===== src/hw/rtl/ihex_pkg.sv =====
// ----------------------------------------------------------------------------
// ihex_pkg
// shared types, codes and helpers of the intel hex record parser
// ----------------------------------------------------------------------------
package ihex_pkg;

	localparam int unsigned MIN_LINE  = 11;
	localparam int unsigned COUNT_MAX = 1023;
	localparam int unsigned COUNT_W   = 10;
	localparam logic [16:0] ADDR_SPAN = 17'h10000;

	localparam int unsigned OQ_DEPTH = 2;
	localparam int unsigned OQ_PTR_W = (OQ_DEPTH > 1) ? $clog2(OQ_DEPTH) : 1;
	localparam int unsigned OQ_CNT_W = $clog2(OQ_DEPTH + 1);

	localparam logic OPC_CHAR = 1'b0;
	localparam logic OPC_END  = 1'b1;

	localparam logic [7:0] CHR_COLON = 8'h3a;
	localparam logic [7:0] CHR_CR    = 8'h0d;
	localparam logic [7:0] CHR_LF    = 8'h0a;

	localparam logic [7:0] REC_DATA = 8'h00;
	localparam logic [7:0] REC_EOF  = 8'h01;
	localparam logic [7:0] REC_ESA  = 8'h02;
	localparam logic [7:0] REC_SSA  = 8'h03;
	localparam logic [7:0] REC_ELA  = 8'h04;
	localparam logic [7:0] REC_SLA  = 8'h05;

	typedef enum logic [1:0] {
		MODE_IDLE,
		MODE_LINE,
		MODE_DONE,
		MODE_FAIL
	} mode_t;

	typedef enum logic [1:0] {
		KIND_WRITE,
		KIND_RECORD_OK,
		KIND_DONE,
		KIND_ERROR
	} kind_t;

	typedef enum logic [3:0] {
		ERR_NONE,
		ERR_SHORT,
		ERR_COLON,
		ERR_NONHEX,
		ERR_COUNT,
		ERR_SEGMENT,
		ERR_STARTLIN,
		ERR_UNKNOWN,
		ERR_EOF,
		ERR_EXT,
		ERR_HIGHADDR,
		ERR_CHECKSUM
	} err_t;

	typedef struct packed {
		kind_t       kind;
		logic [15:0] write_address;
		logic [7:0]  write_byte;
		err_t        error_code;
		logic [15:0] image_base;
		logic [16:0] image_size;
	} result_t;

	typedef struct packed {
		logic [OQ_CNT_W-1:0] count;
		logic                pop;
	} oq_status_t;

	// returns {valid, nibble}
	function automatic logic [4:0] hex_nibble(input logic [7:0] c);
		logic [4:0] r;
		r = 5'b0;
		if (c >= 8'h30 && c <= 8'h39) begin
			r = {1'b1, 4'(c - 8'h30)};
		end else if (c >= 8'h41 && c <= 8'h46) begin
			r = {1'b1, 4'(c - 8'h37)};
		end else if (c >= 8'h61 && c <= 8'h66) begin
			r = {1'b1, 4'(c - 8'h57)};
		end
		return r;
	endfunction

endpackage


===== src/hw/rtl/ihex_core.sv =====
// ----------------------------------------------------------------------------
// ihex_core
// input register and per-character line parser state
// ----------------------------------------------------------------------------
module ihex_core (
	input  logic             clk,
	input  logic             arst_n,
	input  logic             accept,
	input  logic             opcode,
	input  logic [7:0]       character,
	output logic             busy,
	output logic             res_valid,
	output ihex_pkg::result_t res
);
	import ihex_pkg::*;

	logic        valid_s1;
	logic        opcode_s1;
	logic [7:0]  char_s1;

	mode_t              mode_q, mode_d;
	logic [COUNT_W-1:0] count_q, count_d;
	logic [3:0]         high_q, high_d;
	logic [7:0]         len_q, len_d;
	logic [15:0]        addr_q, addr_d;
	logic [7:0]         rkind_q, rkind_d;
	logic [7:0]         sum_q, sum_d;
	logic [15:0]        ext_q, ext_d;
	logic [15:0]        lo_q, lo_d;
	logic [16:0]        hi_q, hi_d;
	logic               seen_q, seen_d;
	err_t               fault_q, fault_d;

	logic        is_end, active, at_colon, odd;
	logic [4:0]  hex;
	logic [3:0]  nib;
	logic [7:0]  data_byte, sum_next;
	logic [8:0]  bidx, k;
	err_t        fault_char, code;
	logic        emit_write, good_line, good_data;
	logic [COUNT_W-1:0] len_chars;
	logic [16:0] data_end;
	logic [15:0] new_lo, base;
	logic [16:0] new_hi, diff, size_raw, size_rnd, size_cap;
	logic        new_seen;
	result_t     done_res;

	assign busy = valid_s1;

	always_ff @(posedge clk or negedge arst_n) begin
		if (!arst_n) begin
			valid_s1 <= 1'b0;
		end else begin
			valid_s1 <= accept;
		end
	end

	always_ff @(posedge clk) begin
		if (accept) begin
			opcode_s1 <= opcode;
			char_s1   <= character;
		end
	end

	always_comb begin
		is_end   = (opcode_s1 == OPC_END) || (char_s1 == CHR_CR) || (char_s1 == CHR_LF);
		active   = valid_s1 && (mode_q != MODE_DONE) && (mode_q != MODE_FAIL);
		at_colon = (count_q == '0);
		odd      = count_q[0];
		hex      = hex_nibble(char_s1);
		nib      = hex[4] ? hex[3:0] : 4'h0;
		data_byte = {high_q, nib};
		sum_next  = sum_q + data_byte;
		bidx      = count_q[COUNT_W-1:1] - 9'd1;
		k         = bidx - 9'd4;

		if (at_colon) begin
			fault_char = (char_s1 != CHR_COLON) ? ERR_COLON : fault_q;
		end else begin
			fault_char = (!hex[4] && fault_q == ERR_NONE) ? ERR_NONHEX : fault_q;
		end

		emit_write = !at_colon && !odd && (bidx >= 9'd4) && (rkind_q == REC_DATA)
			&& (k < {1'b0, len_q}) && (fault_char == ERR_NONE) && (ext_q == 16'h0);
	end

	// line check at line end
	always_comb begin
		len_chars = COUNT_W'({len_q, 1'b0}) + COUNT_W'(MIN_LINE);
		code = ERR_NONE;
		if (count_q < COUNT_W'(MIN_LINE)) begin
			code = ERR_SHORT;
		end else if (fault_q != ERR_NONE) begin
			code = fault_q;
		end else if (count_q != len_chars) begin
			code = ERR_COUNT;
		end else begin
			case (rkind_q)
				REC_DATA: if (ext_q != 16'h0) code = ERR_HIGHADDR;
				REC_EOF:  if (len_q != 8'h0) code = ERR_EOF;
				REC_ESA,
				REC_SSA:  code = ERR_SEGMENT;
				REC_ELA:  if (len_q != 8'd2) code = ERR_EXT;
				REC_SLA:  code = ERR_STARTLIN;
				default:  code = ERR_UNKNOWN;
			endcase
			if (code == ERR_NONE && sum_q != 8'h0) begin
				code = ERR_CHECKSUM;
			end
		end
		good_line = active && is_end && (count_q != '0) && (code == ERR_NONE);
		good_data = good_line && (rkind_q == REC_DATA);
	end

	// image extent and done result
	always_comb begin
		data_end = {1'b0, addr_q} + {9'b0, len_q};
		new_lo   = lo_q;
		new_hi   = hi_q;
		new_seen = seen_q;
		if (good_data) begin
			new_lo   = (addr_q < lo_q) ? addr_q : lo_q;
			new_hi   = (data_end > hi_q) ? data_end : hi_q;
			new_seen = 1'b1;
		end
		base     = new_seen ? new_lo : 16'h0;
		diff     = new_hi - {1'b0, base};
		size_raw = (new_seen && new_hi > {1'b0, base}) ? diff : 17'h0;
		size_rnd = (size_raw + 17'd3) & ~17'd3;
		size_cap = (size_rnd > ADDR_SPAN) ? ADDR_SPAN : size_rnd;
		done_res = '0;
		done_res.kind       = KIND_DONE;
		done_res.image_base = base;
		done_res.image_size = size_cap;
	end

	// next state
	always_comb begin
		mode_d  = mode_q;
		count_d = count_q;
		high_d  = high_q;
		len_d   = len_q;
		addr_d  = addr_q;
		rkind_d = rkind_q;
		sum_d   = sum_q;
		ext_d   = ext_q;
		fault_d = fault_q;
		lo_d    = new_lo;
		hi_d    = new_hi;
		seen_d  = new_seen;
		if (active) begin
			if (is_end) begin
				if (count_q == '0) begin
					if (opcode_s1 == OPC_END) mode_d = MODE_DONE;
				end else if (code != ERR_NONE) begin
					mode_d  = MODE_FAIL;
					fault_d = code;
				end else begin
					count_d = '0;
					high_d  = 4'h0;
					sum_d   = 8'h0;
					fault_d = ERR_NONE;
					mode_d  = (rkind_q == REC_EOF || opcode_s1 == OPC_END) ? MODE_DONE : MODE_IDLE;
				end
			end else begin
				mode_d  = MODE_LINE;
				fault_d = fault_char;
				if (!at_colon) begin
					if (odd) begin
						high_d = nib;
					end else begin
						sum_d = sum_next;
						case (bidx)
							9'd0: len_d = data_byte;
							9'd1: addr_d = {data_byte, addr_q[7:0]};
							9'd2: addr_d = {addr_q[15:8], data_byte};
							9'd3: rkind_d = data_byte;
							default: begin
								if (rkind_q == REC_ELA && k == 9'd0) ext_d = {data_byte, ext_q[7:0]};
								if (rkind_q == REC_ELA && k == 9'd1) ext_d = {ext_q[15:8], data_byte};
							end
						endcase
					end
				end
				if (count_q < COUNT_W'(COUNT_MAX)) count_d = count_q + 1'b1;
			end
		end
	end

	// result
	always_comb begin
		res_valid = 1'b0;
		res       = '0;
		if (valid_s1) begin
			if (mode_q == MODE_FAIL) begin
				if (opcode_s1 == OPC_END) begin
					res_valid      = 1'b1;
					res.kind       = KIND_ERROR;
					res.error_code = fault_q;
				end
			end else if (mode_q == MODE_DONE) begin
				if (opcode_s1 == OPC_END) begin
					res_valid = 1'b1;
					res       = done_res;
				end
			end else if (is_end) begin
				if (count_q == '0) begin
					if (opcode_s1 == OPC_END) begin
						res_valid = 1'b1;
						res       = done_res;
					end
				end else if (code != ERR_NONE) begin
					res_valid      = 1'b1;
					res.kind       = KIND_ERROR;
					res.error_code = code;
				end else if (rkind_q == REC_EOF || opcode_s1 == OPC_END) begin
					res_valid = 1'b1;
					res       = done_res;
				end else begin
					res_valid = 1'b1;
					res.kind  = KIND_RECORD_OK;
				end
			end else if (emit_write) begin
				res_valid         = 1'b1;
				res.kind          = KIND_WRITE;
				res.write_address = addr_q + {7'b0, k};
				res.write_byte    = data_byte;
			end
		end
	end

	always_ff @(posedge clk or negedge arst_n) begin
		if (!arst_n) begin
			mode_q  <= MODE_IDLE;
			count_q <= '0;
			high_q  <= 4'h0;
			len_q   <= 8'h0;
			addr_q  <= 16'h0;
			rkind_q <= 8'h0;
			sum_q   <= 8'h0;
			ext_q   <= 16'h0;
			lo_q    <= 16'hffff;
			hi_q    <= 17'h0;
			seen_q  <= 1'b0;
			fault_q <= ERR_NONE;
		end else if (valid_s1) begin
			mode_q  <= mode_d;
			count_q <= count_d;
			high_q  <= high_d;
			len_q   <= len_d;
			addr_q  <= addr_d;
			rkind_q <= rkind_d;
			sum_q   <= sum_d;
			ext_q   <= ext_d;
			lo_q    <= lo_d;
			hi_q    <= hi_d;
			seen_q  <= seen_d;
			fault_q <= fault_d;
		end
	end

endmodule


===== src/hw/rtl/ihex_out_queue.sv =====
// ----------------------------------------------------------------------------
// ihex_out_queue
// small result queue between parser and output channel
// ----------------------------------------------------------------------------
module ihex_out_queue (
	input  logic                 clk,
	input  logic                 arst_n,
	input  logic                 push,
	input  ihex_pkg::result_t    push_data,
	input  logic                 stall,
	output logic                 valid,
	output ihex_pkg::result_t    data,
	output ihex_pkg::oq_status_t status
);
	import ihex_pkg::*;

	result_t             mem_q [OQ_DEPTH];
	logic [OQ_PTR_W-1:0] wr_ptr_q, rd_ptr_q;
	logic [OQ_CNT_W-1:0] count_q;
	logic                pop;

	function automatic logic [OQ_PTR_W-1:0] ptr_inc(input logic [OQ_PTR_W-1:0] p);
		return (p == OQ_PTR_W'(OQ_DEPTH - 1)) ? '0 : p + 1'b1;
	endfunction

	assign valid        = (count_q != '0);
	assign data         = mem_q[rd_ptr_q];
	assign pop          = valid && !stall;
	assign status.count = count_q;
	assign status.pop   = pop;

	always_ff @(posedge clk) begin
		if (push) begin
			mem_q[wr_ptr_q] <= push_data;
		end
	end

	always_ff @(posedge clk or negedge arst_n) begin
		if (!arst_n) begin
			wr_ptr_q <= '0;
			rd_ptr_q <= '0;
			count_q  <= '0;
		end else begin
			if (push) wr_ptr_q <= ptr_inc(wr_ptr_q);
			if (pop) rd_ptr_q <= ptr_inc(rd_ptr_q);
			count_q <= count_q + OQ_CNT_W'(push) - OQ_CNT_W'(pop);
		end
	end

endmodule


===== src/hw/rtl/intel_hex_record_parser_top.sv =====
// ----------------------------------------------------------------------------
// intel_hex_record_parser_top
// path: a result passes the input register, then the result queue
// throughput: one item per cycle while in_stall is low
// a two-entry result queue lets input continue while a result waits
// reset: asynchronous, clears parser to between lines with no fault
// ----------------------------------------------------------------------------
module intel_hex_record_parser_top (
	input  logic        clk,
	input  logic        arst_n,
	input  logic        in_valid,
	output logic        in_stall,
	input  logic        opcode,
	input  logic [7:0]  character,
	output logic        out_valid,
	input  logic        out_stall,
	output logic [1:0]  kind,
	output logic [15:0] write_address,
	output logic [7:0]  write_byte,
	output logic [3:0]  error_code,
	output logic [15:0] image_base,
	output logic [16:0] image_size
);
	import ihex_pkg::*;

	logic       accept, busy, res_valid;
	result_t    res, head;
	oq_status_t oq_status;
	logic [OQ_CNT_W:0] level;

	assign level    = {1'b0, oq_status.count} + (OQ_CNT_W + 1)'(busy)
		- (OQ_CNT_W + 1)'(oq_status.pop);
	assign in_stall = (level >= (OQ_CNT_W + 1)'(OQ_DEPTH));
	assign accept   = in_valid && !in_stall;

	ihex_core u_core (
		.clk       (clk),
		.arst_n    (arst_n),
		.accept    (accept),
		.opcode    (opcode),
		.character (character),
		.busy      (busy),
		.res_valid (res_valid),
		.res       (res)
	);

	ihex_out_queue u_queue (
		.clk       (clk),
		.arst_n    (arst_n),
		.push      (res_valid),
		.push_data (res),
		.stall     (out_stall),
		.valid     (out_valid),
		.data      (head),
		.status    (oq_status)
	);

	assign kind          = head.kind;
	assign write_address = head.write_address;
	assign write_byte    = head.write_byte;
	assign error_code    = head.error_code;
	assign image_base    = head.image_base;
	assign image_size    = head.image_size;

	a_no_overflow: assert property (@(posedge clk) disable iff (!arst_n)
		!(res_valid && oq_status.count == OQ_CNT_W'(OQ_DEPTH) && !oq_status.pop))
		else $error("result queue overflow");

	a_error_coded: assert property (@(posedge clk) disable iff (!arst_n)
		(out_valid && head.kind == KIND_ERROR) |-> (head.error_code != ERR_NONE))
		else $error("error result without code");

	a_size_aligned: assert property (@(posedge clk) disable iff (!arst_n)
		(out_valid && head.kind == KIND_DONE)
		|-> (head.image_size[1:0] == 2'b00 && head.image_size <= ADDR_SPAN))
		else $error("image size misaligned or too large");

	a_write_clean: assert property (@(posedge clk) disable iff (!arst_n)
		(res_valid && res.kind == KIND_WRITE) |-> $past(accept))
		else $error("write result without a preceding item");

endmodule


===== config.mk =====
export PLATFORM = sky130hd
export DESIGN_NAME = intel_hex_record_parser_top
export DESIGN_NICKNAME = d
export VERILOG_FILES = /design/src/hw/rtl/ihex_pkg.sv /design/src/hw/rtl/ihex_core.sv /design/src/hw/rtl/ihex_out_queue.sv /design/src/hw/rtl/intel_hex_record_parser_top.sv
export SDC_FILE = /design/constraint.sdc
export NUM_CORES = 1
export LEC_CHECK = 0
export BUFFER_PORTS_ARGS = -buffer_cell sky130_fd_sc_hd__buf_4
export CORE_MARGIN = 2
export CORE_UTILIZATION = 40
export DETAILED_ROUTE_END_ITERATION = 12
export GPL_TIMING_DRIVEN = 0
export PLACE_DENSITY_LB_ADDON = 0.25
export SLEW_MARGIN = 20
export SYNTH_ARGS = -nofsm -noshare
export SYNTH_HDL_FRONTEND = slang
export SYNTH_SLANG_ARGS = --single-unit

===== constraint.sdc =====
create_clock -name clk -period 12.69 [get_ports clk]
set_input_delay 0.6345 -clock clk [delete_from_list [all_inputs] [get_ports clk]]
set_output_delay 0.6345 -clock clk [all_outputs]
set_load 0.02 [all_outputs]

==> results.ini <==
[critical_path]
worstSetupPathType = reg2reg
critical_path.startpoint_type = register
worst_ep_required_time_ns = 12.98
crit_path_capture_type = register
cp_data_arrival_time_ns = 8.96
critical_path.most_common_cell = o21a_1
path_max_fanout = 10
timing.reg2reg.setup_slack_ns = 4.02
cpMaxStageDelayCell = a221oi_1
critPathMaxStageDelay_ns = 0.71

[die]
core_mm2 = 0.03635
boundaryPins = 78
dieHeight_um = 195.3
initial_core_utilization = 0.4026
die_area_mm2 = 0.03813
dieWidth_um = 195.3
rows = 70

[power]
combinationalPowerShare = 0.285
p_seq_frac = 0.373
power.switching_fraction = 0.3148
pwr-share-clk = 0.342
cellPowerDensity_mw_per_mm2 = 147.6
switching_power_mw = 0.7856
post-layout-total-power_mw = 2.496
vdd_ir_drop_max_mv = 0.1271
cell_internal_pwr_mw = 1.710
static-leakage-power_nw = 6.956

[final_layout]
layoutNonFillerInstCount = 2002
layout_common_cells = edfxtp_1 (131), nor2_1 (108), nand2_1 (106)
n_fill_cell = 3388
final_area_mm2 = 0.01691
layout_commonest_cell = edfxtp_1
drive_above_1_share = 0.1741
nNetsFinal = 1629
syn_to_final_growth_pct = 15.55
antenna-diode-count = 0

[route]
routed_wl_um = 36000
dr.pass1.iters = 5
drt_iter0_drc = 619
detail_route.wl_per_cell_um = 17.98
drcViolationCount = 0
final_ant_viol_nets = 0
avgViaCountPerCell = 5.369
num_vias = 10748

[worst_hold_path]
hold_class = in2reg

[status]
outcome = finished, final reports clean

[placed_design]
routability_driven_placement_congestion_ratio = 0.9133
io_buf_count = 75
post_dp_cell_area_mm2 = 0.01592
place.detailed.hpwl_um = 26950
placed_cells_incl_taps = 1947

[timing]
finalSetupViolations = 0
max_freq_mhz = 115.4
finalHoldViolCount = 0
drv_slew = 0
slew_headroom = 0.3079
fin_clk_skew_ns = 0.01380
unrepaired_setup_endpoints_after_global_routing = no
tightestPinTransition_ns = 1.036
finalWorstPathRequiredPeriod_ns = 8.668
post-route-period-util = 0.6831
setup_total_negative_slack_ns = 0

[yosys]
synth-seq-area-share = 0.4668
number_of_flops_mapped_to_enable_cells_by_yosys = 131
synthArstFlopShare = 0.4675
yosys.area.top_type = edfxtp_1
synthDistinctLibCells = 80
yosys-top-cells-area = edfxtp_1 (27%), dfrtp_1 (17%), ha_1 (8.5%), mux2_2 (6.9%), o21ai_0 (3.3%)
synthesis.area_mm2 = 0.01463
synth_warnings = 0
yosys_reg_bits = 246
ys_dominant_reg_cell = edfxtp_1
synthesis.area_per_instance_um2 = 10.47
yosysTopAreaCellShare = 0.2688
postSynthCellCount = 1398

[cts]
root_buffer = clkbuf_16
htreeDepth = 1
clock_sinks = 246
source_to_sink_clock_delay_at_the_later_pin_of_the_worst_skew_pair_ns = 0.57
clkTransAtPathRegs_ns = 0.06
post_cts.resized_instances = 0
cts-buffers-inserted = 29
cts_tree = yes
clock_tree.buffer_depth = 3

[global_routing]
globalRouteTotalUtil = 0.1898
initial_antenna_violation_count = 0
global_route_wire_length_before_repair_um = 57280
grt_pass1_vias = 10421
globalRouteOverflowTotal = 0
grt_max_degree = 80

[run]
maxCapViolCount = 0

## sequential cells by signal (all words and copies together) (netlist names)
signal / flops
u_core.mode_q: 2
u_core.len_q: 8
u_core.hi_q: 17
u_queue.mem_q: 122
u_core.addr_q: 16
u_core.seen_q: 1
u_queue.rd_ptr_q: 1
u_core.count_q: 10
u_queue.wr_ptr_q: 1
u_core.fault_q: 4
u_core.rkind_q: 8
u_core.char_s1: 8
u_core.opcode_s1: 1
u_core.sum_q: 8
u_core.busy: 1
u_core.ext_q: 16
u_core.high_q: 4
u_queue.count_q: 2
u_core.lo_q: 16
## cells by family after synthesis
group,count (synthesis),synth area share
XOR/XNOR,80,0.04788
buffers and inverters,162,0.04326
adder cells (fa/ha/maj),105,0.09234
multiplexers,110,0.08293
other,1,0.0002563
flip-flops,246,0.4668
AO/OA/AOI/OAI,276,0.1190
AND/OR/NAND/NOR,418,0.1475
## critical path: cells and delay by family, from the launching register on
| kind | cells | cell delay, ns |
|---|---|---|
| simple gates | 12 | 3.02 |
| compound gates | 10 | 2.40 |
| fa+ha+maj | 4 | 1.28 |
| buf+inv | 2 | 0.48 |
| flops | 1 | 0.47 |
| mux | 1 | 0.37 |
| xor+xnor | 2 | 0.34 |
## power by group through the flow
stage	Combinational (mW)	Clock [mW]	Sequential, mW
floorplan	0.472	0	0.935
CTS	0.721	0.877	0.930
detailed placement	0.717	0	0.946
global placement	0.702	0	0.946
finish	0.712	0.853	0.930
global route	0.779	0.905	0.937
## stage by stage
stage                       util  worst slack, ns  hold WS [ns]
after floorplan                -            5.344        0.3389
after global placement    0.4343            3.116        0.4590
after detailed placement  0.4379            4.111        0.4636
after CTS                 0.4652            4.061        0.2178
after global routing      0.4652            3.365        0.2342
final                     0.4652            4.022        0.2496
## cell type report
| class | count | area [µm²] | share of cell area |
|---|---|---|---|
| clock inverter | 14 | 155.1 | 0.009175 |
| buffer | 59 | 246.5 | 0.01458 |
| inverter | 103 | 386.6 | 0.02286 |
| timing repair buffer | 81 | 679.4 | 0.04018 |
| clock buffer | 40 | 829.5 | 0.04906 |
| multi-input combinational | 991 | 7196 | 0.4255 |
| sequential | 246 | 6832 | 0.4040 |
| tap | 468 | 585.6 | 0.03463 |
## metal layers
| layer | GRT usage | vias up | part of all wire |
|---|---|---|---|
| li1 | - | 5263 | - |
| met1 | 0.2610 | 5210 | 0.46 |
| met2 | 0.3094 | 225 | 0.46 |
| met3 | 0.03092 | 50 | 0.051 |
| met4 | 0.05598 | 0 | 0.025 |
| met5 | 0 | - | 0 |
## final timing paths
path                              startpoint                    to  cells past startpoint
max                         u_core.addr_q[0]  u_queue.mem_q[1][14]                     31
min                             character[3]     u_core.char_s1[3]                      1
max reg2reg                 u_core.addr_q[0]  u_queue.mem_q[1][14]                     31
min reg2reg                u_core.rkind_q[6]     u_core.rkind_q[6]                      2
max in group asynchronous             arst_n       u_core.lo_q[14]                      3
min in group asynchronous             arst_n      u_core.addr_q[5]                      2
## Yosys cell counts (4+ instances only)
library cell,n
or4_1,6
nor4_1,20
ha_1,100
nor2_1,109
a21oi_1,58
edfxtp_1,131
and2_1,4
o22ai_1,6
nand4_1,18
a211oi_1,7
nand3_1,32
or3_1,8
nor3_1,19
dfrtp_1,99
o21a_1,13
nor3b_1,6
o211ai_1,5
nor2b_1,15
a22o_1,9
inv_1,103
nand2_1,106
o21bai_1,7
nand2b_1,12
a21boi_0,4
buf_4,4
xnor2_1,49
mux2i_1,20
fa_1,5
a31oi_1,10
dfstp_2,16
and4_1,4
o31ai_1,4
and3_1,9
or2_2,4
mux2_2,90
o2111ai_1,6
or2_1,17
nor4b_1,4
o21ai_0,96
a21o_1,19
xor2_1,31
nor3_2,9
clkbuf_1,52
nand3b_1,5
## what timing repair did
action                    4_1_cts  5_1_grt
buffers inserted                0        0
hold buffers                    1        0
hold endpoints to repair       36        0
Power figures use the tool's default switching activity.
